<file path="src/hdl/rssc_pkg.sv">
package rssc_pkg;

    localparam int SAMPLE_W   = 24;
    localparam int MAG_W      = 27;
    localparam int GIDX_W     = 12;
    localparam int CNT_W      = 7;
    localparam int DROP_W     = 6;
    localparam int POS_W      = 6;
    localparam int NOISE_W    = 47;
    localparam int SPV_W      = 13;
    localparam int ACC_W      = 54;
    localparam int GSIZE_W    = 13;
    localparam int CFG_IDX_W  = 3;
    localparam int CFG_DATA_W = 47;

    localparam logic [CNT_W-1:0] COUNT_MAX = CNT_W'(64);

    localparam logic [CFG_IDX_W-1:0] CFG_Z_COUNT  = 3'd0;
    localparam logic [CFG_IDX_W-1:0] CFG_Y_COUNT  = 3'd1;
    localparam logic [CFG_IDX_W-1:0] CFG_Z_DROP   = 3'd2;
    localparam logic [CFG_IDX_W-1:0] CFG_Y_DROP   = 3'd3;
    localparam logic [CFG_IDX_W-1:0] CFG_NOISE    = 3'd4;
    localparam logic [CFG_IDX_W-1:0] CFG_SPV      = 3'd5;
    localparam logic [CFG_IDX_W-1:0] CFG_GPV      = 3'd6;

    localparam logic [CNT_W-1:0]   RST_Z_COUNT = CNT_W'(8);
    localparam logic [CNT_W-1:0]   RST_Y_COUNT = CNT_W'(1);
    localparam logic [SPV_W-1:0]   RST_SPV     = SPV_W'(8);
    localparam logic [SPV_W-1:0]   RST_GPV     = SPV_W'(1);

    typedef enum logic [2:0] {
        S_IDLE,
        S_MUL,
        S_TERM,
        S_ACC,
        S_LOAD,
        S_ROOT
    } t_state;

    typedef struct packed {
        logic capture;
        logic mul;
        logic term;
        logic acc;
        logic root_load;
        logic out_load;
    } t_cmd;

    typedef struct packed {
        logic group_end;
        logic root_busy;
        logic out_free;
    } t_status;

endpackage

</file>
<file path="src/hdl/rssc_sqrt.sv">
module rssc_sqrt (
    input  logic                            i_clk,
    input  logic                            i_rst_n,
    input  logic                            i_start,
    input  logic [2*rssc_pkg::MAG_W-1:0]    i_operand,
    output logic                            o_busy,
    output logic [rssc_pkg::MAG_W-1:0]      o_root
);
    import rssc_pkg::*;

    localparam int OP_W  = 2 * MAG_W;
    localparam int REM_W = MAG_W + 1;
    localparam int SH_W  = REM_W + 2;
    localparam int CTR_W = $clog2(MAG_W);

    logic [OP_W-1:0]  r_op;
    logic [REM_W-1:0] r_rem;
    logic [MAG_W-1:0] r_root;
    logic [CTR_W-1:0] r_cnt;
    logic             r_busy;

    logic [SH_W-1:0]  w_rem_sh;
    logic [SH_W-1:0]  w_trial;
    logic [SH_W-1:0]  w_diff;
    logic             w_fits;

    assign w_rem_sh = {r_rem, r_op[OP_W-1 -: 2]};
    assign w_trial  = SH_W'({r_root, 2'b01});
    assign w_fits   = (w_rem_sh >= w_trial);
    assign w_diff   = w_rem_sh - w_trial;

    always_ff @(posedge i_clk) begin
        if (!i_rst_n) begin
            r_busy <= 1'b0;
            r_cnt  <= '0;
        end else if (i_start) begin
            r_busy <= 1'b1;
            r_cnt  <= CTR_W'(MAG_W - 1);
        end else if (r_busy) begin
            r_cnt <= r_cnt - CTR_W'(1);
            if (r_cnt == '0) begin
                r_busy <= 1'b0;
            end
        end
    end

    always_ff @(posedge i_clk) begin
        if (i_start) begin
            r_op   <= i_operand;
            r_rem  <= '0;
            r_root <= '0;
        end else if (r_busy) begin
            r_op <= {r_op[OP_W-3:0], 2'b00};
            if (w_fits) begin
                r_rem  <= w_diff[REM_W-1:0];
                r_root <= {r_root[MAG_W-2:0], 1'b1};
            end else begin
                r_rem  <= w_rem_sh[REM_W-1:0];
                r_root <= {r_root[MAG_W-2:0], 1'b0};
            end
        end
    end

    assign o_busy = r_busy;
    assign o_root = r_root;

endmodule

</file>
<file path="src/hdl/rssc_dp.sv">
module rssc_dp #(
    parameter int MAX_VOXEL_SAMPLES = 4096
) (
    input  logic                                i_clk,
    input  logic                                i_rst_n,
    input  rssc_pkg::t_cmd                      i_cmd,
    output rssc_pkg::t_status                   o_status,
    input  logic signed [rssc_pkg::SAMPLE_W-1:0] i_sample,
    input  logic                                i_cfg_we,
    input  logic [rssc_pkg::CFG_IDX_W-1:0]      i_cfg_index,
    input  logic [rssc_pkg::CFG_DATA_W-1:0]     i_cfg_data,
    input  logic                                i_out_stall,
    output logic                                o_out_valid,
    output logic [rssc_pkg::MAG_W-1:0]          o_magnitude,
    output logic [rssc_pkg::GIDX_W-1:0]         o_group_index,
    output logic                                o_voxel_done
);
    import rssc_pkg::*;

    localparam int VCW    = (MAX_VOXEL_SAMPLES > 1) ? $clog2(MAX_VOXEL_SAMPLES) : 1;
    localparam int GCW    = $clog2(MAX_VOXEL_SAMPLES + 1);
    localparam int SPW    = ($clog2(MAX_VOXEL_SAMPLES + 1) > SPV_W) ?
                            $clog2(MAX_VOXEL_SAMPLES + 1) : SPV_W;
    localparam int NEED_W = GCW + 1 + GSIZE_W;
    localparam int CMP_W  = (GCW + 1 > SPV_W) ? GCW + 1 : SPV_W;
    localparam int SQ_W   = 2 * SAMPLE_W;
    localparam int TERM_W = SQ_W + 1;
    localparam int SUM_W  = ACC_W + 1;
    localparam int VC_CW  = SPW + 1;
    localparam logic [SPW-1:0]   SPV_HI  = SPW'(MAX_VOXEL_SAMPLES);
    localparam logic [ACC_W-1:0] ACC_MAX = {1'b0, {(ACC_W-1){1'b1}}};
    localparam logic [ACC_W-1:0] ACC_MIN = {1'b1, {(ACC_W-1){1'b0}}};

    // configuration
    logic [CNT_W-1:0]   r_z_count;
    logic [CNT_W-1:0]   r_y_count;
    logic [DROP_W-1:0]  r_z_drop;
    logic [DROP_W-1:0]  r_y_drop;
    logic [NOISE_W-1:0] r_noise;
    logic [SPV_W-1:0]   r_spv_cfg;
    logic [SPV_W-1:0]   r_gpv;

    // stream state
    logic [POS_W-1:0]   r_zpos;
    logic [POS_W-1:0]   r_ypos;
    logic [GCW-1:0]     r_gc;
    logic [VCW-1:0]     r_vc;
    logic [ACC_W-1:0]   r_acc;

    // item datapath
    logic [GSIZE_W-1:0] r_gsize;
    logic [SAMPLE_W-1:0] r_mag;
    logic [SQ_W-1:0]    r_sq;
    logic [NEED_W-1:0]  r_need;
    logic signed [TERM_W-1:0] r_term;
    logic [GCW-1:0]     r_gidx;
    logic               r_vdone;

    // output word
    logic               r_out_valid;
    logic [MAG_W-1:0]   r_magnitude;
    logic [GIDX_W-1:0]  r_group_index;
    logic               r_voxel_done;

    logic [CNT_W-1:0]   w_zc;
    logic [CNT_W-1:0]   w_yc;
    logic [2*CNT_W-1:0] w_gprod;
    logic [SPW-1:0]     w_spv_ext;
    logic [SPW-1:0]     w_spv;
    logic [SAMPLE_W-1:0] w_abs;
    logic [GCW:0]       w_gc_inc;
    logic [NEED_W-1:0]  w_need_prod;
    logic [SQ_W-1:0]    w_sq_prod;
    logic               w_active;
    logic               w_in_window;
    logic               w_z_last;
    logic               w_y_last;
    logic               w_group_end;
    logic               w_vox_end;
    logic               w_last_group;
    logic [VC_CW-1:0]   w_vc_inc;
    logic [SUM_W-1:0]   w_sum;
    logic [ACC_W-1:0]   w_sat;
    logic [2*MAG_W-1:0] w_root_op;
    logic               w_root_busy;
    logic [MAG_W-1:0]   w_root;

    always_ff @(posedge i_clk) begin
        if (!i_rst_n) begin
            r_z_count <= RST_Z_COUNT;
            r_y_count <= RST_Y_COUNT;
            r_z_drop  <= '0;
            r_y_drop  <= '0;
            r_noise   <= '0;
            r_spv_cfg <= RST_SPV;
            r_gpv     <= RST_GPV;
        end else if (i_cfg_we) begin
            case (i_cfg_index)
                CFG_Z_COUNT: r_z_count <= i_cfg_data[CNT_W-1:0];
                CFG_Y_COUNT: r_y_count <= i_cfg_data[CNT_W-1:0];
                CFG_Z_DROP:  r_z_drop  <= i_cfg_data[DROP_W-1:0];
                CFG_Y_DROP:  r_y_drop  <= i_cfg_data[DROP_W-1:0];
                CFG_NOISE:   r_noise   <= i_cfg_data[NOISE_W-1:0];
                CFG_SPV:     r_spv_cfg <= i_cfg_data[SPV_W-1:0];
                CFG_GPV:     r_gpv     <= i_cfg_data[SPV_W-1:0];
                default: begin
                end
            endcase
        end
    end

    always_comb begin
        if (r_z_count == '0) begin
            w_zc = CNT_W'(1);
        end else if (r_z_count > COUNT_MAX) begin
            w_zc = COUNT_MAX;
        end else begin
            w_zc = r_z_count;
        end
        if (r_y_count == '0) begin
            w_yc = CNT_W'(1);
        end else if (r_y_count > COUNT_MAX) begin
            w_yc = COUNT_MAX;
        end else begin
            w_yc = r_y_count;
        end
        w_spv_ext = SPW'(r_spv_cfg);
        if (w_spv_ext == '0) begin
            w_spv = SPW'(1);
        end else if (w_spv_ext > SPV_HI) begin
            w_spv = SPV_HI;
        end else begin
            w_spv = w_spv_ext;
        end
    end

    assign w_gprod     = (2*CNT_W)'(w_zc) * (2*CNT_W)'(w_yc);
    assign w_abs       = i_sample[SAMPLE_W-1] ? (~$unsigned(i_sample) + SAMPLE_W'(1))
                                              : $unsigned(i_sample);
    assign w_gc_inc    = (GCW+1)'(r_gc) + (GCW+1)'(1);
    assign w_need_prod = NEED_W'(w_gc_inc) * NEED_W'(r_gsize);
    assign w_sq_prod   = SQ_W'(r_mag) * SQ_W'(r_mag);

    // a group is live while fewer than min(groups_per_voxel, spv / gsize) are done
    assign w_active = (CMP_W'(r_gc) < CMP_W'(r_gpv)) && (r_need <= NEED_W'(w_spv));
    assign w_in_window = (r_zpos >= r_z_drop) &&
                         ((CNT_W'(r_zpos) + CNT_W'(r_z_drop)) < w_zc) &&
                         (r_ypos >= r_y_drop) &&
                         ((CNT_W'(r_ypos) + CNT_W'(r_y_drop)) < w_yc);
    assign w_z_last    = (CNT_W'(r_zpos) + CNT_W'(1)) >= w_zc;
    assign w_y_last    = (CNT_W'(r_ypos) + CNT_W'(1)) >= w_yc;
    assign w_group_end = w_active && w_z_last && w_y_last;
    assign w_last_group = (CMP_W'(w_gc_inc) >= CMP_W'(r_gpv)) ||
                          ((NEED_W+1)'(r_need) + (NEED_W+1)'(r_gsize) >
                           (NEED_W+1)'(w_spv));
    assign w_vc_inc    = VC_CW'(r_vc) + VC_CW'(1);
    assign w_vox_end   = w_vc_inc >= VC_CW'(w_spv);

    assign w_sum = {r_acc[ACC_W-1], r_acc} +
                   {{(SUM_W-TERM_W){r_term[TERM_W-1]}}, r_term};
    always_comb begin
        if (w_sum[SUM_W-1] != w_sum[SUM_W-2]) begin
            w_sat = w_sum[SUM_W-1] ? ACC_MIN : ACC_MAX;
        end else begin
            w_sat = w_sum[ACC_W-1:0];
        end
    end

    assign w_root_op = (!r_acc[ACC_W-1] && (r_acc != '0)) ? (2*MAG_W)'(r_acc) : '0;

    always_ff @(posedge i_clk) begin
        r_gsize <= w_gprod[GSIZE_W-1:0];
        if (i_cmd.capture) begin
            r_mag <= w_abs;
        end
        if (i_cmd.mul) begin
            r_sq   <= w_sq_prod;
            r_need <= w_need_prod;
        end
        if (i_cmd.term) begin
            r_term <= $signed({1'b0, r_sq}) -
                      $signed({{(TERM_W-NOISE_W){1'b0}}, r_noise});
        end
        if (i_cmd.acc && w_group_end) begin
            r_gidx  <= r_gc;
            r_vdone <= w_last_group;
        end
    end

    always_ff @(posedge i_clk) begin
        if (!i_rst_n) begin
            r_zpos <= '0;
            r_ypos <= '0;
            r_gc   <= '0;
            r_vc   <= '0;
            r_acc  <= '0;
        end else if (i_cmd.root_load) begin
            r_acc <= '0;
        end else if (i_cmd.acc) begin
            if (w_active) begin
                if (w_in_window) begin
                    r_acc <= w_sat;
                end
                if (!w_z_last) begin
                    r_zpos <= r_zpos + POS_W'(1);
                end else begin
                    r_zpos <= '0;
                    if (!w_y_last) begin
                        r_ypos <= r_ypos + POS_W'(1);
                    end else begin
                        r_ypos <= '0;
                        r_gc   <= w_gc_inc[GCW-1:0];
                    end
                end
            end
            if (w_vox_end) begin
                r_zpos <= '0;
                r_ypos <= '0;
                r_gc   <= '0;
                r_vc   <= '0;
                if (!w_group_end) begin
                    r_acc <= '0;
                end
            end else begin
                r_vc <= r_vc + VCW'(1);
            end
        end
    end

    rssc_sqrt u_sqrt (
        .i_clk     (i_clk),
        .i_rst_n   (i_rst_n),
        .i_start   (i_cmd.root_load),
        .i_operand (w_root_op),
        .o_busy    (w_root_busy),
        .o_root    (w_root)
    );

    always_ff @(posedge i_clk) begin
        if (!i_rst_n) begin
            r_out_valid <= 1'b0;
        end else if (i_cmd.out_load) begin
            r_out_valid <= 1'b1;
        end else if (!i_out_stall) begin
            r_out_valid <= 1'b0;
        end
    end

    always_ff @(posedge i_clk) begin
        if (i_cmd.out_load) begin
            r_magnitude   <= w_root;
            r_group_index <= GIDX_W'(r_gidx);
            r_voxel_done  <= r_vdone;
        end
    end

    assign o_status.group_end = w_group_end;
    assign o_status.root_busy = w_root_busy;
    assign o_status.out_free  = !r_out_valid || !i_out_stall;

    assign o_out_valid   = r_out_valid;
    assign o_magnitude   = r_magnitude;
    assign o_group_index = r_group_index;
    assign o_voxel_done  = r_voxel_done;

`ifndef SYNTHESIS
    a_load_free: assert property (@(posedge i_clk) disable iff (!i_rst_n)
        i_cmd.out_load |-> (!r_out_valid || !i_out_stall))
        else $error("output word overwritten while held");
    a_acc_clear: assert property (@(posedge i_clk) disable iff (!i_rst_n)
        i_cmd.root_load |=> (r_acc == '0))
        else $error("accumulator not cleared after group end");
    a_root_run: assert property (@(posedge i_clk) disable iff (!i_rst_n)
        i_cmd.root_load |=> w_root_busy)
        else $error("square root did not start");
`endif

endmodule

</file>
<file path="src/hdl/rssc_ctrl.sv">
module rssc_ctrl (
    input  logic                i_clk,
    input  logic                i_rst_n,
    input  logic                i_in_valid,
    output logic                o_in_stall,
    input  rssc_pkg::t_status   i_status,
    output rssc_pkg::t_cmd      o_cmd
);
    import rssc_pkg::*;

    t_state r_state;
    t_state n_state;

    always_ff @(posedge i_clk) begin
        if (!i_rst_n) begin
            r_state <= S_IDLE;
        end else begin
            r_state <= n_state;
        end
    end

    always_comb begin
        n_state = r_state;
        case (r_state)
            S_IDLE: begin
                if (i_in_valid) begin
                    n_state = S_MUL;
                end
            end
            S_MUL:  n_state = S_TERM;
            S_TERM: n_state = S_ACC;
            S_ACC: begin
                n_state = i_status.group_end ? S_LOAD : S_IDLE;
            end
            S_LOAD: n_state = S_ROOT;
            S_ROOT: begin
                if (!i_status.root_busy && i_status.out_free) begin
                    n_state = S_IDLE;
                end
            end
            default: n_state = S_IDLE;
        endcase
    end

    always_comb begin
        o_cmd      = '0;
        o_in_stall = 1'b1;
        case (r_state)
            S_IDLE: begin
                o_in_stall    = 1'b0;
                o_cmd.capture = i_in_valid;
            end
            S_MUL:  o_cmd.mul  = 1'b1;
            S_TERM: o_cmd.term = 1'b1;
            S_ACC:  o_cmd.acc  = 1'b1;
            S_LOAD: o_cmd.root_load = 1'b1;
            S_ROOT: o_cmd.out_load = !i_status.root_busy && i_status.out_free;
            default: begin
            end
        endcase
    end

`ifndef SYNTHESIS
    a_accept_seq: assert property (@(posedge i_clk) disable iff (!i_rst_n)
        (i_in_valid && !o_in_stall) |=> (r_state == S_MUL && o_in_stall))
        else $error("accepted word did not enter the multiply step");
    a_no_emit_busy: assert property (@(posedge i_clk) disable iff (!i_rst_n)
        o_cmd.out_load |-> (!i_status.root_busy && r_state == S_ROOT))
        else $error("result emitted before square root finished");
`endif

endmodule

</file>
<file path="src/hdl/cropped_root_sum_of_squares_combiner.sv">
// Cropped root-sum-of-squares combiner.
// Input channel: i_in_valid / o_in_stall carry one signed sample word per
// transfer. Samples of a voxel form groups of z_count * y_count words, z fastest;
// only the centered window is summed as sample^2 - noise_power, saturating.
// Output channel: o_out_valid / i_out_stall carry one word per completed group:
// floor square root of the clamped sum, group index and last-group flag.
// Configuration: i_cfg_we writes i_cfg_data to the register at i_cfg_index
// (0 z_count, 1 y_count, 2 z_drop, 3 y_drop, 4 noise_power,
// 5 samples_per_voxel, 6 groups_per_voxel); write only while idle.
// Each sample word passes through the accept, square, noise subtract and
// accumulate steps; the next word is not taken until this word is through.
// A group-ending word then adds a load step and the one-bit-per-cycle square
// root unit, whose finished root is loaded once the output register is free.
// The output word sits in a register; while it is stalled the next group's
// samples keep flowing, and only a second group end waits for it to drain.
// Reset (synchronous, active low) loads the register defaults and clears the
// group and voxel position, the accumulator and the output valid.
module cropped_root_sum_of_squares_combiner #(
    parameter int MAX_VOXEL_SAMPLES = 4096
) (
    input  logic                                i_clk,
    input  logic                                i_rst_n,
    input  logic                                i_in_valid,
    output logic                                o_in_stall,
    input  logic signed [rssc_pkg::SAMPLE_W-1:0] i_sample,
    output logic                                o_out_valid,
    input  logic                                i_out_stall,
    output logic [rssc_pkg::MAG_W-1:0]          o_magnitude,
    output logic [rssc_pkg::GIDX_W-1:0]         o_group_index,
    output logic                                o_voxel_done,
    input  logic                                i_cfg_we,
    input  logic [rssc_pkg::CFG_IDX_W-1:0]      i_cfg_index,
    input  logic [rssc_pkg::CFG_DATA_W-1:0]     i_cfg_data
);
    import rssc_pkg::*;

    t_cmd    w_cmd;
    t_status w_status;

    rssc_ctrl u_ctrl (
        .i_clk      (i_clk),
        .i_rst_n    (i_rst_n),
        .i_in_valid (i_in_valid),
        .o_in_stall (o_in_stall),
        .i_status   (w_status),
        .o_cmd      (w_cmd)
    );

    rssc_dp #(
        .MAX_VOXEL_SAMPLES (MAX_VOXEL_SAMPLES)
    ) u_dp (
        .i_clk         (i_clk),
        .i_rst_n       (i_rst_n),
        .i_cmd         (w_cmd),
        .o_status      (w_status),
        .i_sample      (i_sample),
        .i_cfg_we      (i_cfg_we),
        .i_cfg_index   (i_cfg_index),
        .i_cfg_data    (i_cfg_data),
        .i_out_stall   (i_out_stall),
        .o_out_valid   (o_out_valid),
        .o_magnitude   (o_magnitude),
        .o_group_index (o_group_index),
        .o_voxel_done  (o_voxel_done)
    );

endmodule

</file>
<file path="config.mk">
export PLATFORM = sky130hd
export DESIGN_NAME = cropped_root_sum_of_squares_combiner
export DESIGN_NICKNAME = d
export VERILOG_FILES = /design/src/hdl/rssc_pkg.sv /design/src/hdl/rssc_sqrt.sv /design/src/hdl/rssc_dp.sv /design/src/hdl/rssc_ctrl.sv /design/src/hdl/cropped_root_sum_of_squares_combiner.sv
export SDC_FILE = /design/constraint.sdc
export NUM_CORES = 2
export LEC_CHECK = 0
export BUFFER_PORTS_ARGS = -buffer_cell sky130_fd_sc_hd__buf_2
export CAP_MARGIN = 20
export CORE_MARGIN = 2
export CORE_UTILIZATION = 65
export DETAILED_ROUTE_END_ITERATION = 8
export PLACE_DENSITY_LB_ADDON = 0.15
export SETUP_SLACK_MARGIN = 0.2
export SYNTH_ARGS = -nofsm -noshare
export SYNTH_HDL_FRONTEND = slang
export SYNTH_HIERARCHICAL = 1
export SYNTH_SLANG_ARGS = --single-unit
</file>
<file path="constraint.sdc">
create_clock -name i_clk -period 8.8 [get_ports i_clk]
set_clock_uncertainty 0.1 [all_clocks]
set_input_delay 1.32 -clock i_clk [delete_from_list [all_inputs] [get_ports i_clk]]
set_output_delay 1.32 -clock i_clk [all_outputs]
set_load 0.1 [all_outputs]
</file>
[After elaboration in Yosys (flattened, before gate mapping)]
Cells that the tools add are included.
Cells by class
  eq/ne operators: 15
  $mul: 3
  bitwise logic cells: 3
  order comparisons: 15
  mux-type cells: 48
  reduce and logical (&&, ||, !) cells: 39
  add/subtract/negate cells: 15
Operators by type and width (count)
  54-bit two-way mux: 9
  13-bit two-way mux: 6
  54-bit by 49-bit adder with 55-bit output: 1
  54-bit nonzero test: 1
  48-bit by 47-bit subtractor with 49-bit output: 1
  24-bit by 24-bit multiplier with 48-bit output: 1
  6-bit two-way mux: 7
  30-bit by 29-bit greater-or-equal comparator with 1-bit output: 1
  27-bit by 13-bit adder with 28-bit output: 1
  14-bit by 13-bit greater-or-equal comparator with 1-bit output: 2
  28-bit by 13-bit > comparator with 1-bit output: 1
  28-bit two-way mux: 1
  7-bit two-way mux: 4
  28-bit subtractor: 1
  27-bit by 13-bit less-or-equal comparator with 1-bit output: 1
  14-bit by 13-bit multiplier with 27-bit output: 1
  24-bit by 1-bit adder with 24-bit output, second input constant: 1
  24-bit NOT: 1
  23-bit two-way mux: 1
  3-bit case mux with 6 select lines: 1
  2-bit AND reduction: 9
  3-bit == test, second input constant: 5
  13-bit by 1-bit adder with 14-bit output, second input constant: 1
  6-bit by 1-bit adder with 7-bit output, second input constant: 2
  34 further kinds: 78
Storage, ports and cells
  register bits after elaboration: 523
  input bits: 79

[Logic depth before layout (Yosys ltp)]
  depth after elaboration: 11
  gate-level depth with buffers: 28
  depth with buffers taken out: 28

[Cells and area by module]
Netlist, hierarchy kept.
Modules (own cells, without submodules)
  rssc_dp: instances 1, area an instance 48164.9 um2, cells an instance 5316, seq. area each 10089.7 um2
  rssc_sqrt: instances 1, area an instance 6439.9 um2, cells an instance 649, seq. area each 2842.7 um2
  rssc_ctrl: instances 1, area an instance 205.2 um2, cells an instance 27, seq. area each 60.1 um2

[Worst setup path after synthesis]
Ideal clock, no wire load.
  path type: register to register
  from: register u_dp.r_mag[3]
  to: register u_dp.r_sq[44] (data pin)
  path slack: 1.484 ns
  cell stages (with the launch flop): 27
  setup time: 0.263 ns
  period minus slack after synthesis: 7.316 ns
  data arrival time: 6.953 ns
  path buffers: 1
  cells stage by stage: edfxtp_1 clkbuf_1 nand2_1 fa_1 inv_1 fa_1 inv_1 fa_1 fa_1 inv_1 fa_1 fa_1 inv_1 fa_1 inv_1 ha_1 and3_1 and2_1 a221oi_1 o31ai_1 a21oi_1 a21oi_1 a41oi_1 o21ai_0 a221o_1 a21oi_1 xnor2_1
On the way
  longest elaborated chain between the ends: 1
Ends and longest elaborated chain
  start, declared: RTL line rssc_dp.sv:52  | logic [SAMPLE_W-1:0] r_mag;
  start signal, assigned: RTL line rssc_dp.sv:174  | r_mag <= w_abs;
  24-bit by 24-bit multiplier with 48-bit output: RTL line rssc_dp.sv:142  | assign w_sq_prod = SQ_W'(r_mag) * SQ_W'(r_mag);
  net u_dp.w_sq_prod[44]: RTL line rssc_dp.sv:73  | logic [SQ_W-1:0] w_sq_prod;
  end signal, assigned: RTL line rssc_dp.sv:177  | r_sq <= w_sq_prod;
  end, declared: RTL line rssc_dp.sv:53  | logic [SQ_W-1:0] r_sq;
The timed path passes the listed nets, and every way through them passes these cells.
A chain may end at the register's enable or synchronous reset.

[Worst setup path in the final report]
  from: register u_dp.r_mag[0]
  to: register u_dp.r_sq[44] (data pin)
The elaborated chain is that of the path after synthesis.

==> results by group <==
Status
  • Status: complete, no violations

Detailed routing
  • DRT Pass-1 Iters: 6
  • DRC: 0
  • Via count: 41102
  • DR vias/cell: 5.76
  • Post-route antenna net violation count: 0
  • Drt initial violations: 2563
  • Avg WL per Cell: 18.2 um
  • Final Routed Wirelength: 130000 um

Worst setup path
  • Worst Reg2Reg Path Length in Cells: 25
  • Worst-path maximum fanout: 25
  • Critical Path AT: 8.34 ns
  • Worst path top cell family by delay: adder cells
  • Peak per-stage delay on the critical path: 0.95 ns
  • Slowest CP cell: edfxtp_1
  • Crit path capture type: flop
  • FF-to-FF End: u_dp/r_sq[44]
  • Reg-to-Reg Start: u_dp/r_mag[0]
  • Crit path kind: flop to flop
  • Reg-to-reg slack, setup: 0.74 ns
  • Critical path startpoint category: flop
  • Worst path bufs/invs: 5
  • Cell mode on critical path: fa_1
  • Critical Path RT: 9.09 ns

Global route
  • GRT Total Usage: 30.2%
  • Vias in the first global route: 41413
  • Grt ovf: 0
  • First-pass GRT wire length: 211000 um
  • Initial antenna violation count: 0
  • Largest net degree at the start of global routing: 118

Synth
  • Cell count after synthesis: 5992
  • Number of synthesized flops with an enable pin: 254
  • Number of distinct library cells after synthesis: 99
  • Post-synthesis sequential area ratio: 23.7%
  • Syn Nets: 7205
  • Synth area leader: fa_1
  • Synth cell count leaders: inv_1, nand2_1, fa_1
  • Top cell type's share of synthesized area: 21.6%
  • Cell Area, Synth: 54800 sq um
  • Top post-synthesis cells by area: fa_1, edfxtp_1, ha_1
  • Count leader, synth: inv_1
  • Async SR Flop Fraction: 0%
  • Synth Area per Inst: 9.15 sq um
  • Most used DFF post-synth: dfxtp_1
  • Seq cells post-synth: 522
  • Yosys warnings: 6

Finish
  • Sequential cell area: 13000 sq um
  • Share of cells above drive strength 1: 6.31%
  • Nets: 7216
  • Area growth, synth to finish: 6.43%
  • Multi-input gate area: 37400 sq um
  • Fin area: 58300 sq um
  • Filler instances: 6661

Run
  • MaxCap Viol Count: 0

STA
  • Fin crit period: 8.06 ns
  • RSZ-0062 raised after global routing: no
  • Setup tns final: 0 ns
  • Fmax: 124 MHz
  • Endpoints failing hold: 0
  • Setup violators final: 0
  • Pins Over Slew Limit: 0
  • Worst Tran Pin Value: 1.08 ns
  • Relative slew slack: 27.9%
  • Period utilization: 91.6%

Clock tree
  • CTS Hold Buffers Added: 0
  • Post-cts sizing count: 0
  • Clock Latency Late Sink: 0.65 ns
  • Reg clk slew, reported paths: 0.06 ns
  • Clock H-tree levels: 2
  • Sinks on Clock Net: 522
  • CTS tree: yes
  • Post-CTS Setup Bufs: 0
  • Clock tree buffer depth: 3
  • Clock Root Buffer: clkbuf_16
  • Cts bufs inserted: 58

Die
  • Die H: 294 um
  • I/O Pins: 121
  • Die area: 86700 sq um
  • Core region area: 83600 sq um
  • Die Span X: 294 um
  • Initial core utilization: 65.6%
  • Site Rows: 106

Min path
  • Hold endpoint: u_dp/o_group_index[11]
  • Hold Crit Depth: 0
  • Tightest Hold Check Type: flop to flop
  • Hold Crit Start: u_dp/r_gidx[11]

Placement
  • Final GP Congestion: 0.932
  • HPWL Detailed: 103000 um
  • Cell area after placement: 56300 sq um
  • Number of port buffers: 120
per-layer routing:
layer	global-route usage (%)	wire length, um	share of wire (%)	vias up
met5	0	0	0	-
li1	-	-	-	19711
met1	42.2	58000	45	19997
met2	49.0	59500	46	1155
met4	8.67	3620	2.8	0
met3	4.81	8400	6.5	239
registers in the layout, summed over array words and instances (netlist names), 24 cells and up:
name	cells
u_dp/r_acc	54
u_dp/u_sqrt/r_op	54
u_dp/r_term	49
u_dp/r_noise	47
u_dp/r_sq	47
u_dp/u_sqrt/r_rem	28
u_dp/o_magnitude	27
u_dp/r_need	27
u_dp/u_sqrt/o_root	27
u_dp/r_mag	24
cell type report:
| cell class | count | area share [%] |
|---|---|---|
| timing repair buffer | 172 | 1.75 |
| sequential | 522 | 22.3 |
| tap | 1080 | 2.32 |
| inverter | 960 | 6.18 |
| antenna | 1 | 0.00429 |
| multi-input combinational | 4289 | 64.1 |
| clock inverter | 27 | 0.465 |
| clock buffer | 82 | 2.93 |
worst max-delay path by stage:
| stage | from | end | cells past startpoint | slack, ns |
|---|---|---|---|---|
| floorplan | u_dp/r_mag[3] | u_dp/r_sq[44] | 26 | 1.48 |
| global placement | u_dp/r_mag[6] | u_dp/r_sq[44] | 27 | 0.85 |
| detailed placement | u_dp/r_mag[0] | u_dp/r_sq[44] | 27 | 0.77 |
| CTS | u_dp/r_mag[0] | u_dp/r_sq[44] | 25 | 0.76 |
| global route | u_dp/r_mag[0] | u_dp/r_sq[44] | 27 | 0.31 |
| finish | u_dp/r_mag[0] | u_dp/r_sq[44] | 25 | 0.74 |
logic make-up after synthesis:
family,after synthesis,share of synthesized area (%)
AOI/OAI and AO/OA,1028,12.4
xor gates and xnor gates,273,4.36
adders and majority gates,1134,34.0
buffers and inverters,1181,8.25
DFF,522,23.7
muxes,104,2.03
other,1,0.00684
and+or+nand+nor,1749,15.3
cells in the final DEF, fill, tap and decap left out, drive strengths merged, types with 105 or more instances in the layout:
master    n
nand2   692
fa      592
buf     172
edfxtp  254
a21o    120
o21ai   184
a21oi   287
xor2    105
xnor2   168
inv     961
and2    275
dfxtp   268
nor2    319
ha      542
stage by stage:
stage / setup WS (ns) / hold WS [ns] / instances / util [%]
2_1_floorplan: 1.48 / 0.300 / 5992 / -
3_3_place_gp: 0.855 / 0.303 / 7022 / 67.4
3_5_place_dp: 0.774 / 0.305 / 7022 / 67.4
4_1_cts: 0.762 / 0.319 / 7131 / 69.8
5_1_grt: 0.307 / 0.322 / 7132 / 69.8
6_report: 0.741 / 0.317 / 7133 / 69.8
Power is not shown: default switching activity piles up to over one toggle a cycle in this logic, so the estimate is an artifact.
